**config.mk**
```make
export PLATFORM = sky130hd
export DESIGN_NAME = cubic_interp_resampler_core
export DESIGN_NICKNAME = d
export VERILOG_FILES = /design/src/rtl/cir_pkg.sv /design/src/rtl/cir_lane.sv /design/src/rtl/cir_dpath.sv /design/src/rtl/cir_ctrl.sv /design/src/rtl/cubic_interp_resampler_core.sv
export SDC_FILE = /design/constraint.sdc
export NUM_CORES = 2
export LEC_CHECK = 0
export BUFFER_PORTS_ARGS = -buffer_cell sky130_fd_sc_hd__buf_2
export CORE_ASPECT_RATIO = 0.75
export CORE_MARGIN = 2
export CORE_UTILIZATION = 65
export DETAILED_ROUTE_END_ITERATION = 10
export GPL_TIMING_DRIVEN = 0
export PLACE_DENSITY = 0.82
export SLEW_MARGIN = 30
export SYNTH_ARGS = -nofsm -noshare
export SYNTH_HDL_FRONTEND = slang
export SYNTH_SLANG_ARGS = --single-unit
```
**constraint.sdc**
```tcl
create_clock -name clk -period 18 [get_ports clk]
set_clock_uncertainty 0.05 [all_clocks]
set_input_delay 0.9 -clock clk [delete_from_list [all_inputs] [get_ports clk]]
set_output_delay 0.9 -clock clk [all_outputs]
set_load 0.005 [all_outputs]
```
**src/rtl/cir_pkg.sv**
```systemverilog
package cir_pkg;

  localparam int CFG_INDEX_BITS = 1;
  localparam int CFG_DATA_BITS  = 19;
  localparam int INC_BITS       = 19;
  localparam int BLEN_BITS      = 13;
  localparam int POS_BITS       = 12;
  localparam int MU_BITS        = 16;
  localparam int HORNER_STEPS   = 4;
  localparam int STEP_BITS      = 2;
  localparam int MIN_INC_SHIFT  = 6;
  localparam int MAX_INC_SHIFT  = 3;

  localparam logic [CFG_INDEX_BITS-1:0] CFG_PHASE_INC = 1'd0;
  localparam logic [CFG_INDEX_BITS-1:0] CFG_BLOCK_LEN = 1'd1;

  localparam logic [INC_BITS-1:0]  INC_RESET  = 19'd65536;
  localparam logic [BLEN_BITS-1:0] BLEN_RESET = 13'd512;
  localparam logic [BLEN_BITS-1:0] BLEN_MIN   = 13'd1;
  localparam logic [BLEN_BITS-1:0] BLEN_MAX   = 13'd4096;

  typedef struct packed {
    logic shift;
    logic drop;
    logic load;
    logic mul;
    logic add;
    logic emit;
  } cir_cmd_t;

  typedef struct packed {
    logic phase_lt_one;
    logic run_done;
    logic out_free;
  } cir_status_t;

endpackage

```
**src/rtl/cir_lane.sv**
```systemverilog
module cir_lane #(
  parameter int SAMPLE_BITS = 16
) (
  input  logic                          clk,
  input  cir_pkg::cir_cmd_t             cmd,
  input  logic signed [SAMPLE_BITS-1:0] y0,
  input  logic signed [SAMPLE_BITS-1:0] y1,
  input  logic signed [SAMPLE_BITS-1:0] y2,
  input  logic signed [SAMPLE_BITS-1:0] y3,
  input  logic [cir_pkg::MU_BITS-1:0]   mu,
  output logic signed [SAMPLE_BITS-1:0] result
);
  import cir_pkg::*;

  localparam int CB = SAMPLE_BITS + 4;
  localparam int PB = SAMPLE_BITS + 21;
  localparam int HB = PB - MU_BITS;
  localparam int MB = HB + MU_BITS + 1;
  localparam logic signed [PB-1:0] HALF   = PB'(1) << MU_BITS;
  localparam logic signed [CB-1:0] SAT_HI = CB'((1 << (SAMPLE_BITS - 1)) - 1);
  localparam logic signed [CB-1:0] SAT_LO = CB'(-(1 << (SAMPLE_BITS - 1)));

  logic signed [CB-1:0] y0e, y1e, y2e, y3e;
  logic signed [CB-1:0] a0, a1, a2, a3;
  logic signed [CB-1:0] c0, c1, c2, c3;
  logic signed [PB-1:0] p;
  logic signed [HB-1:0] p_hi;
  logic [MU_BITS-1:0] p_lo;
  logic signed [MB-1:0] prod_hi;
  logic [2*MU_BITS-1:0] prod_lo;
  logic signed [PB-1:0] rnd;
  logic signed [CB-1:0] q;

  assign y0e = CB'(y0);
  assign y1e = CB'(y1);
  assign y2e = CB'(y2);
  assign y3e = CB'(y3);

  assign a0 = (y1e <<< 1) + y1e - (y2e <<< 1) - y2e + y3e - y0e;
  assign a1 = (y0e <<< 1) - (y1e <<< 2) - y1e + (y2e <<< 2) - y3e;
  assign a2 = y2e - y0e;
  assign a3 = y1e <<< 1;

  assign p_hi = p[PB-1:MU_BITS];
  assign p_lo = p[MU_BITS-1:0];

  always_ff @(posedge clk) begin
    if (cmd.load) begin
      p  <= {(PB-MU_BITS)'(a0), MU_BITS'(0)};
      c0 <= '0;
      c1 <= a1;
      c2 <= a2;
      c3 <= a3;
    end else if (cmd.add) begin
      p  <= PB'(prod_hi) + PB'(prod_lo[2*MU_BITS-1:MU_BITS])
            + {(PB-MU_BITS)'(c0), MU_BITS'(0)};
      c0 <= c1;
      c1 <= c2;
      c2 <= c3;
      c3 <= '0;
    end
    if (cmd.mul) begin
      prod_hi <= p_hi * $signed({1'b0, mu});
      prod_lo <= p_lo * mu;
    end
  end

  // round half up, then floor by 2^17
  assign rnd = p + HALF;
  assign q   = rnd[PB-1:MU_BITS+1];

  always_comb begin
    priority if (q > SAT_HI) begin
      result = SAT_HI[SAMPLE_BITS-1:0];
    end else if (q < SAT_LO) begin
      result = SAT_LO[SAMPLE_BITS-1:0];
    end else begin
      result = q[SAMPLE_BITS-1:0];
    end
  end

endmodule

```
**src/rtl/cir_dpath.sv**
```systemverilog
module cir_dpath #(
  parameter int FRAC_BITS   = 16,
  parameter int SAMPLE_BITS = 16
) (
  input  logic                                clk,
  input  logic                                rst,
  input  cir_pkg::cir_cmd_t                   cmd,
  output cir_pkg::cir_status_t                status,
  input  logic signed [SAMPLE_BITS-1:0]       in_left,
  input  logic signed [SAMPLE_BITS-1:0]       in_right,
  input  logic                                in_past_end,
  input  logic                                cfg_we,
  input  logic [cir_pkg::CFG_INDEX_BITS-1:0]  cfg_index,
  input  logic [cir_pkg::CFG_DATA_BITS-1:0]   cfg_data,
  output logic                                out_valid,
  input  logic                                out_stall,
  output logic signed [SAMPLE_BITS-1:0]       out_left,
  output logic signed [SAMPLE_BITS-1:0]       out_right,
  output logic                                out_past_end,
  output logic                                block_last,
  output logic [cir_pkg::BLEN_BITS-1:0]       good_in_block,
  output logic                                run_last
);
  import cir_pkg::*;

  localparam int PH_BITS  = FRAC_BITS + 4;
  localparam int CMP_BITS = (PH_BITS > INC_BITS) ? PH_BITS : INC_BITS;
  localparam logic [PH_BITS-1:0]  PH_ONE  = PH_BITS'(1) << FRAC_BITS;
  localparam logic [CMP_BITS-1:0] MIN_INC = CMP_BITS'(1) << (FRAC_BITS - MIN_INC_SHIFT);
  localparam logic [CMP_BITS-1:0] MAX_INC =
    (CMP_BITS'(1) << (FRAC_BITS + MAX_INC_SHIFT)) - CMP_BITS'(1);

  logic [INC_BITS-1:0]  inc_reg;
  logic [BLEN_BITS-1:0] blen_reg;
  logic signed [SAMPLE_BITS-1:0] hist_l [4];
  logic signed [SAMPLE_BITS-1:0] hist_r [4];
  logic newest_pe;
  logic [PH_BITS-1:0] phase;
  logic [POS_BITS-1:0] block_pos;
  logic [BLEN_BITS-1:0] good_tally;
  logic end_seen;
  logic [MU_BITS-1:0] mu;
  logic [MU_BITS-1:0] mu_next;

  logic [CMP_BITS-1:0] inc_wide;
  logic [CMP_BITS-1:0] inc_clamp;
  logic [PH_BITS-1:0] inc_eff;
  logic [BLEN_BITS-1:0] blen_eff;
  logic [PH_BITS-1:0] phase_sum;
  logic [BLEN_BITS-1:0] pos_inc;
  logic last;
  logic es_next;
  logic [BLEN_BITS-1:0] tally_next;
  logic signed [SAMPLE_BITS-1:0] res_l, res_r;

  assign inc_wide = CMP_BITS'(inc_reg);

  always_comb begin
    priority if (inc_wide < MIN_INC) begin
      inc_clamp = MIN_INC;
    end else if (inc_wide > MAX_INC) begin
      inc_clamp = MAX_INC;
    end else begin
      inc_clamp = inc_wide;
    end
  end

  assign inc_eff = inc_clamp[PH_BITS-1:0];

  always_comb begin
    priority if (blen_reg < BLEN_MIN) begin
      blen_eff = BLEN_MIN;
    end else if (blen_reg > BLEN_MAX) begin
      blen_eff = BLEN_MAX;
    end else begin
      blen_eff = blen_reg;
    end
  end

  generate
    if (FRAC_BITS >= MU_BITS) begin : g_mu_trunc
      assign mu_next = phase[FRAC_BITS-1 -: MU_BITS];
    end else begin : g_mu_pad
      assign mu_next = {phase[FRAC_BITS-1:0], (MU_BITS-FRAC_BITS)'(0)};
    end
  endgenerate

  assign phase_sum  = phase + inc_eff;
  assign pos_inc    = {1'b0, block_pos} + BLEN_BITS'(1);
  assign last       = pos_inc >= blen_eff;
  assign es_next    = end_seen | newest_pe;
  assign tally_next = good_tally + BLEN_BITS'(!es_next);

  assign status.phase_lt_one = phase < PH_ONE;
  assign status.run_done     = phase_sum >= PH_ONE;
  assign status.out_free     = !out_valid || !out_stall;

  always_ff @(posedge clk) begin
    if (rst) begin
      inc_reg    <= INC_RESET;
      blen_reg   <= BLEN_RESET;
      for (int i = 0; i < 4; i++) begin
        hist_l[i] <= '0;
        hist_r[i] <= '0;
      end
      newest_pe  <= 1'b0;
      phase      <= '0;
      block_pos  <= '0;
      good_tally <= '0;
      end_seen   <= 1'b0;
      out_valid  <= 1'b0;
    end else begin
      if (cfg_we) begin
        unique case (cfg_index)
          CFG_PHASE_INC: inc_reg  <= cfg_data[INC_BITS-1:0];
          CFG_BLOCK_LEN: blen_reg <= cfg_data[BLEN_BITS-1:0];
          default: ;
        endcase
      end
      if (cmd.shift) begin
        for (int i = 0; i < 3; i++) begin
          hist_l[i] <= hist_l[i+1];
          hist_r[i] <= hist_r[i+1];
        end
        hist_l[3] <= in_left;
        hist_r[3] <= in_right;
        newest_pe <= in_past_end;
      end
      if (cmd.drop) begin
        phase <= phase - PH_ONE;
      end else if (cmd.emit) begin
        phase <= status.run_done ? phase_sum - PH_ONE : phase_sum;
      end
      if (cmd.emit) begin
        if (last) begin
          block_pos  <= '0;
          good_tally <= '0;
          end_seen   <= 1'b0;
        end else begin
          block_pos  <= pos_inc[POS_BITS-1:0];
          good_tally <= tally_next;
          end_seen   <= es_next;
        end
      end
      if (cmd.emit) begin
        out_valid <= 1'b1;
      end else if (!out_stall) begin
        out_valid <= 1'b0;
      end
    end
  end

  always_ff @(posedge clk) begin
    if (cmd.load) begin
      mu <= mu_next;
    end
    if (cmd.emit) begin
      out_left      <= res_l;
      out_right     <= res_r;
      out_past_end  <= newest_pe;
      block_last    <= last;
      good_in_block <= last ? tally_next : '0;
      run_last      <= status.run_done;
    end
  end

  cir_lane #(
    .SAMPLE_BITS(SAMPLE_BITS)
  ) u_lane_left (
    .clk    (clk),
    .cmd    (cmd),
    .y0     (hist_l[0]),
    .y1     (hist_l[1]),
    .y2     (hist_l[2]),
    .y3     (hist_l[3]),
    .mu     (mu),
    .result (res_l)
  );

  cir_lane #(
    .SAMPLE_BITS(SAMPLE_BITS)
  ) u_lane_right (
    .clk    (clk),
    .cmd    (cmd),
    .y0     (hist_r[0]),
    .y1     (hist_r[1]),
    .y2     (hist_r[2]),
    .y3     (hist_r[3]),
    .mu     (mu),
    .result (res_r)
  );

endmodule

```
**src/rtl/cir_ctrl.sv**
```systemverilog
module cir_ctrl (
  input  logic                 clk,
  input  logic                 rst,
  input  logic                 in_valid,
  output logic                 in_stall,
  input  cir_pkg::cir_status_t status,
  output cir_pkg::cir_cmd_t    cmd
);
  import cir_pkg::*;

  localparam logic [2:0] ST_IDLE = 3'd0;
  localparam logic [2:0] ST_LOAD = 3'd1;
  localparam logic [2:0] ST_MUL  = 3'd2;
  localparam logic [2:0] ST_ADD  = 3'd3;
  localparam logic [2:0] ST_FIN  = 3'd4;

  logic [2:0] state, state_next;
  logic [STEP_BITS-1:0] step, step_next;

  always_comb begin
    state_next = state;
    step_next  = step;
    cmd        = '0;
    unique case (state)
      ST_IDLE: begin
        if (in_valid) begin
          cmd.shift = 1'b1;
          if (status.phase_lt_one) begin
            state_next = ST_LOAD;
          end else begin
            cmd.drop = 1'b1;
          end
        end
      end
      ST_LOAD: begin
        cmd.load   = 1'b1;
        step_next  = '0;
        state_next = ST_MUL;
      end
      ST_MUL: begin
        cmd.mul    = 1'b1;
        state_next = ST_ADD;
      end
      ST_ADD: begin
        cmd.add = 1'b1;
        if (step == STEP_BITS'(HORNER_STEPS - 1)) begin
          state_next = ST_FIN;
        end else begin
          step_next  = step + STEP_BITS'(1);
          state_next = ST_MUL;
        end
      end
      ST_FIN: begin
        if (status.out_free) begin
          cmd.emit   = 1'b1;
          state_next = status.run_done ? ST_IDLE : ST_LOAD;
        end
      end
      default: begin
        state_next = ST_IDLE;
      end
    endcase
  end

  assign in_stall = state != ST_IDLE;

  always_ff @(posedge clk) begin
    if (rst) begin
      state <= ST_IDLE;
      step  <= '0;
    end else begin
      state <= state_next;
      step  <= step_next;
    end
  end

endmodule

```
**src/rtl/cubic_interp_resampler_core.sv**
```systemverilog
// Stereo cubic resampler. A source frame is taken when the block is idle and shifted
// into a four-frame history; the frame then yields one output frame for every phase position below
// one, stepping the phase by phase_increment (clamped to 1/64 .. 8 - 2^-FRAC_BITS). Each output
// frame takes a coefficient load, four multiply and accumulate passes, each a multiply then an add,
// through the per-channel Horner unit (one 16-bit mu multiply per pass, split in two partial
// products), and the write into the output register, made once the output is free. A source
// frame yields at most 64 results; one with none is only shifted in. A finished frame waits in the
// output register, so the next source frame is taken while it is still stalled. block_last marks
// the end of every block_length output frames and carries good_in_block, the count of frames of
// that block before the first past-end frame; run_last marks the final result of a source frame.
// Configuration writes are always ready and are to be made only while the block is idle.
module cubic_interp_resampler_core #(
  parameter int FRAC_BITS   = 16,
  parameter int SAMPLE_BITS = 16
) (
  input  logic                                clk,
  input  logic                                rst,
  input  logic                                in_valid,
  output logic                                in_stall,
  input  logic signed [SAMPLE_BITS-1:0]       in_left,
  input  logic signed [SAMPLE_BITS-1:0]       in_right,
  input  logic                                in_past_end,
  output logic                                out_valid,
  input  logic                                out_stall,
  output logic signed [SAMPLE_BITS-1:0]       out_left,
  output logic signed [SAMPLE_BITS-1:0]       out_right,
  output logic                                out_past_end,
  output logic                                block_last,
  output logic [cir_pkg::BLEN_BITS-1:0]       good_in_block,
  output logic                                run_last,
  input  logic                                cfg_valid,
  output logic                                cfg_ready,
  input  logic [cir_pkg::CFG_INDEX_BITS-1:0]  cfg_index,
  input  logic [cir_pkg::CFG_DATA_BITS-1:0]   cfg_data
);
  import cir_pkg::*;

  cir_cmd_t    cmd;
  cir_status_t status;

  assign cfg_ready = 1'b1;

  cir_ctrl u_ctrl (
    .clk      (clk),
    .rst      (rst),
    .in_valid (in_valid),
    .in_stall (in_stall),
    .status   (status),
    .cmd      (cmd)
  );

  cir_dpath #(
    .FRAC_BITS   (FRAC_BITS),
    .SAMPLE_BITS (SAMPLE_BITS)
  ) u_dpath (
    .clk           (clk),
    .rst           (rst),
    .cmd           (cmd),
    .status        (status),
    .in_left       (in_left),
    .in_right      (in_right),
    .in_past_end   (in_past_end),
    .cfg_we        (cfg_valid && cfg_ready),
    .cfg_index     (cfg_index),
    .cfg_data      (cfg_data),
    .out_valid     (out_valid),
    .out_stall     (out_stall),
    .out_left      (out_left),
    .out_right     (out_right),
    .out_past_end  (out_past_end),
    .block_last    (block_last),
    .good_in_block (good_in_block),
    .run_last      (run_last)
  );

endmodule

```
* Word level (Yosys, flattened, before mapping)
Memory sizes are Yosys's and may differ from the RTL's.
Index checks and enable logic that the tools add are counted.
** Storage, ports and cells
- Memory bits (writable) :: 128
- Input port bits :: 58
- Memories :: 2
- Word-level logic and storage cells :: 173
- Register bits :: 519
** Memory list
- u_dpath.hist_l :: depth 4, width 16, read ports 4, clocked after memory_dff 0, wr ports 4, line cir_dpath.sv:35 : logic signed [SAMPLE_BITS-1:0] hist_l [4];
- u_dpath.hist_r :: depth 4, width 16, read ports 4, clocked after memory_dff 0, wr ports 4, line cir_dpath.sv:36 : logic signed [SAMPLE_BITS-1:0] hist_r [4];
** Operators by class
- Multiplexer cells :: 58
- Bitwise logic cells :: 10
- Add/sub/neg operators :: 32
- Eq/ne operators :: 10
- Order comparisons :: 11
- $mul :: 4
- Reductions and logical operators :: 13
** Operators with widths (number)
- 20-bit 2-to-1 mux :: 15
- 16-bit 2-to-1 mux :: 10
- 37-bit 2-to-1 mux :: 4
- 19-bit by 16-bit subtractor with 20-bit output :: 4
- 20-bit by 16-bit subtractor with 20-bit output :: 4
- 37-bit by 16-bit adder with 37-bit output :: 2
- 37-bit by 18-bit adder with 37-bit output, second input constant :: 2
- 37-bit adder :: 2
- 21-bit by 17-bit multiplier with 37-bit output :: 2
- 16-bit by 16-bit multiplier with 32-bit output :: 2
- 20-bit by 16-bit adder with 20-bit output :: 2
- 20-bit by 18-bit adder with 20-bit output :: 2
- 20-bit by 16-bit greater-than comparator with 1-bit output, second input constant :: 2
- 20-bit by 16-bit less-than comparator with 1-bit output, second input constant :: 2
- 20-bit by 17-bit subtractor with 20-bit output, second input constant :: 2
- 13-bit 2-to-1 mux :: 3
- 17-bit by 18-bit subtractor with 19-bit output :: 2
- 18-bit by 17-bit subtractor with 19-bit output :: 2
- 17-bit by 16-bit adder with 18-bit output :: 2
- 16-bit by 16-bit subtractor with 17-bit output :: 2
- 20-bit adder :: 1
- 20-bit by 17-bit >= comparator with 1-bit output, second input constant :: 1
- 20-bit by 17-bit less-than comparator with 1-bit output, second input constant :: 1
- 19-bit greater-than comparator, second input constant :: 1
- other kinds (29) :: 66

* Logic depth before layout (Yosys ltp)
- Depth in word-level cells :: 8
- Depth in mapped cells :: 26
- Mapped depth without buffers :: 24

* Modules after synthesis
Synthesis repeated with hierarchy kept, for this count alone.
** Unflattened totals
- Cells, all modules :: 8055
- Area, all modules :: 78531.6 µm²
** By module, submodules not included
- cir_lane (u_dpath.u_lane_right) :: cells an instance 3484, times used 1, area each 33025.4 µm², sequential area each 4534.3 µm²
- cir_lane (u_dpath.u_lane_left) :: cells an instance 3467, times used 1, area each 33005.4 µm², sequential area each 4534.3 µm²
- cir_dpath :: cells an instance 1066, times used 1, area each 12190.4 µm², sequential area each 7367.1 µm²
- cir_ctrl :: cells an instance 36, times used 1, area each 299.0 µm², sequential area each 100.1 µm²
- cubic_interp_resampler_core :: cells an instance 2, times used 1, area each 11.3 µm², sequential area each 0.0 µm²

* Least setup slack after synthesis
OpenSTA, ideal clock, no wires.
- Path kind :: register to register
- Start :: register u_ctrl.state[1]
- End :: register u_dpath.u_lane_left.prod_hi[0], enable pin
- Data arrival time :: 7.982 ns
- Setup slack :: 9.268 ns
- Library setup time :: 0.701 ns
- Buffers on the path :: 2
- Cell stages (with the launch flop) :: 5
- Cells stage by stage :: dfxtp_1 inv_1 clkbuf_1 clkbuf_1 nor3_1
** On the way
- Word-level cells in the longest chain between the ends :: 2
** Ends and longest elaborated chain
- from (decl) :: line cir_ctrl.sv:17 : logic [2:0] state, state_next;
- from (signal assigned) :: line cir_ctrl.sv:72 : state <= state_next;
- 3-bit by 2-bit == test with 1-bit output :: line cir_ctrl.sv:24 : unique case (state)
- 1-bit 2-to-1 mux :: line cir_ctrl.sv:24
- to (signal assigned) :: line cir_lane.sv:63 : prod_hi <= p_hi * $signed({1'b0, mu});
- to (decl) :: line cir_lane.sv:29 : logic signed [MB-1:0] prod_hi;
No other way between the ends.
A chain may end at the register's enable or synchronous reset.

* Worst setup path in the final report
- Start :: register u_dpath.mu[10]
- End :: register u_dpath.u_lane_left.prod_hi[35] (data pin)
** On the way
- Word-level cells in the longest chain between the ends :: 1
** Ends and longest elaborated chain
- from (decl) :: line cir_dpath.sv:42 : logic [MU_BITS-1:0] mu;
- from (signal assigned) :: line cir_dpath.sv:155 : mu <= mu_next;
- 21-bit by 17-bit multiplier with 37-bit output :: line cir_lane.sv:63
No other way between the ends.

==> flow_summary.json <==
{
  "via_per_inst": 6.11,
  "chipWidth_um": 405,
  "syn_nets": 10200,
  "grt_pass1_wl_um": 381000,
  "die_h_um": 305,
  "use_met1": 0.587,
  "final_antenna_net_count": 0,
  "synth_area_leader_cell": "fa_1",
  "worstHoldStart": "u_dpath.u_lane_right.c0[0]$_SDFFE_PP0P_",
  "whs_endpoint": "u_dpath.u_lane_right.c0[0]$_SDFFE_PP0P_",
  "multi_input_area_mm2": 0.0543,
  "r2r_slack_ns": 8.75,
  "grtUsageTotal": 0.418,
  "criticalPathCategory": "reg2reg",
  "min_period_over_period": 0.514,
  "synth_top_family_by_area": "adder cells",
  "postCtsSetupBuffers": 0,
  "crit_arrival_ns": 9.58,
  "register_area_mm2": 0.0165,
  "drive_gt1_frac": 0.0406,
  "area_delta_synth_final_pct": 7.05,
  "routedWlPerCell_um": 25.0,
  "synth_xor_xnor_area_share": 0.0357,
  "clk_pin_slew_ns": 0.06,
  "clk_path_buf_depth": 3,
  "antenna_found_initial": 28,
  "final_common_cell": "inv_1",
  "grtUsageMet2": 0.585,
  "rsz0062_at_grt": "no",
  "synth_fa_ha_area_frac": 0.426,
  "numCtsBuffers": 67,
  "cts_root_buffer": "clkbuf_16",
  "grt_max_degree": 52,
  "crit_fanout": 10,
  "synthFlopType": "edfxtp_1",
  "worst_path_largest_cell_delay_ns": 0.90,
  "syn-cell-area_mm2": 0.0783,
  "cap_viol_max_count": 0,
  "num_vias": 61600,
  "netlist_instances": 8225,
  "min_period_ns": 9.25,
  "first_pass_iters": 8,
  "ys_ff_latch": 603,
  "relSlewSlack": 0.240,
  "required_ns": 18.34,
  "clock_sinks": 603,
  "route.detailed.drc": 0,
  "reg2reg_from": "u_dpath.mu[10]$_DFFE_PP_",
  "nNetsFinal": 10400,
  "fin_setup_tns_ns": 0,
  "holdCritPathClass": "reg2reg",
  "initialDrtViolationCount": 7443,
  "slew_viol_final": 0,
  "fillCellCount": 9107,
  "async_flop_share": 0,
  "status": "completed",
  "tightest_slew_ns": 1.14,
  "cp_common_cell": "fa_1",
  "fp.dieArea_mm2": 0.123,
  "synthMuxAreaShare": 0.00144,
  "htreeDepth": 3,
  "ioPinCount": 109,
  "start_util": 0.654,
  "ctsHoldBuffers": 0,
  "yosys.area_share.simple": 0.155,
  "met3_usage": 0.138,
  "numPortBuffers": 107,
  "hold_violations": 0,
  "ctsResizeCount": 0,
  "core_mm2": 0.120,
  "synth_area_per_cell_um2": 9.52,
  "synth-compound-area-share": 0.0755,
  "crit_path_end_kind": "flip-flop",
  "cp_top_family": "adder cells",
  "finalSetupViolCount": 0,
  "reg2reg_depth": 26,
  "yosysSeqAreaShare": 0.211,
  "layout_common_cells": "inv_1, fa_1, nand2_1, ha_1, and2_1",
  "critical_path.slowest_cell": "clkbuf_1",
  "synth_edf_count": 446,
  "clk_latency_ns": 0.70,
  "synth_top_cell_area_share": 0.327,
  "synth_warnings": 0,
  "path_buf_inv": 8,
  "dpl.hpwl_um": 202000,
  "yosysUniqueCellTypes": 93,
  "place.gp.congestion": 1.02,
  "hold_depth": 2,
  "routed_wl_um": 251000,
  "r2r_end": "u_dpath.u_lane_left.prod_hi[35]$_DFFE_PP_",
  "cts_tree": "done",
  "grt.busiest_layer": "met1",
  "rows": 110,
  "synthTopCellsByArea": "fa_1, edfxtp_1, ha_1",
  "grt_pass1_vias": 62400,
  "biggestRegsByFlops": "u_dpath.hist_l (64), u_dpath.hist_r (64)",
  "fmax_ghz": 0.108,
  "grt-ovfl-total": 0,
  "worstSetupStartpointType": "flip-flop"
}
==> cell usage after synthesis (119+ instances only) <==
cell / n
clkbuf_1: 361
xnor2_1: 200
edfxtp_1: 446
and2_1: 535
dfxtp_1: 157
fa_1: 1279
o21ai_0: 238
nor2_1: 193
nand3_1: 142
xor2_1: 119
nand2_1: 1134
inv_1: 1600
ha_1: 621
a21oi_1: 248
and3_1: 195
==> worst max path at each step <==
| stage | slack, ns | endpoint | cells after the start | start |
|---|---|---|---|---|
| 2_1_floorplan | 9.27 | u_dpath.u_lane_left.prod_hi[0]$_DFFE_PP_ | 4 | u_ctrl.state[1]$_SDFFE_PP0P_ |
| 3_3_place_gp | 5.11 | u_dpath.u_lane_right.prod_hi[12]$_DFFE_PP_ | 4 | u_ctrl.state[1]$_SDFFE_PP0P_ |
| 3_5_place_dp | 9.12 | u_dpath.u_lane_left.prod_hi[35]$_DFFE_PP_ | 25 | u_dpath.mu[5]$_DFFE_PP_ |
| 4_1_cts | 9.03 | u_dpath.u_lane_left.prod_hi[35]$_DFFE_PP_ | 26 | u_dpath.mu[10]$_DFFE_PP_ |
| 5_1_grt | 8.62 | u_dpath.u_lane_left.prod_hi[35]$_DFFE_PP_ | 26 | u_dpath.mu[10]$_DFFE_PP_ |
| 6_report | 8.75 | u_dpath.u_lane_left.prod_hi[35]$_DFFE_PP_ | 26 | u_dpath.mu[10]$_DFFE_PP_ |
==> per-stage QoR <==
stage | hold slack, ns | area, µm² | util | std cells | setup WS, ns
after floorplan | 0.372 | 78300 | - | 8225 | 9.27
after global placement | 0.383 | 80800 | 0.675 | 9900 | 5.11
after detailed placement | 0.389 | 81200 | 0.678 | 9926 | 9.12
after CTS | 0.367 | 83700 | 0.699 | 10000 | 9.03
after global routing | 0.414 | 83700 | 0.699 | 10100 | 8.62
final | 0.399 | 83800 | 0.700 | 10100 | 8.75
==> layout make-up <==
cell class,count,area share
diodes,27,0.000806
plain buffers,379,0.0179
clock buffers,85,0.0217
clock inverters,38,0.00781
inverters,1600,0.0717
multi-input cells,5643,0.648
flip-flops and latches,603,0.197
well taps,1568,0.0234
repair buffers,134,0.0112
==> per-layer routing <==
layer,vias to the layer above,routed length [µm]
met1,30600,97600
met2,3915,104000
met4,14,14400
met3,700,35500
met5,-,223
li1,26300,-
==> worst reg2reg max path: stages (launching register included) <==
cell	delay, ns
edfxtp_1	0.37
clkbuf_1	0.80
clkbuf_1	0.90
nand2_1	0.18
fa_1	0.54
inv_1	0.06
fa_1	0.50
inv_1	0.06
fa_1	0.54
inv_1	0.06
fa_1	0.49
fa_1	0.58
inv_1	0.07
fa_1	0.52
inv_1	0.06
ha_1	0.26
clkbuf_1	0.26
nand2_1	0.12
or3_1	0.40
nor4_1	0.30
o311ai_0	0.27
o31ai_1	0.22
o41a_1	0.23
a41o_1	0.27
o21ai_0	0.10
o21ai_1	0.17
xor2_1	0.59
==> cell families after synthesis <==
group | Yosys count
xor+xnor | 319
simple gates | 2491
other cells | 1
flops | 603
fa+ha+maj | 1900
mux | 11
compound gates | 921
buf+inv | 1979
Power is not shown: default switching activity piles up to over one toggle a cycle in this logic, so the estimate is an artifact.
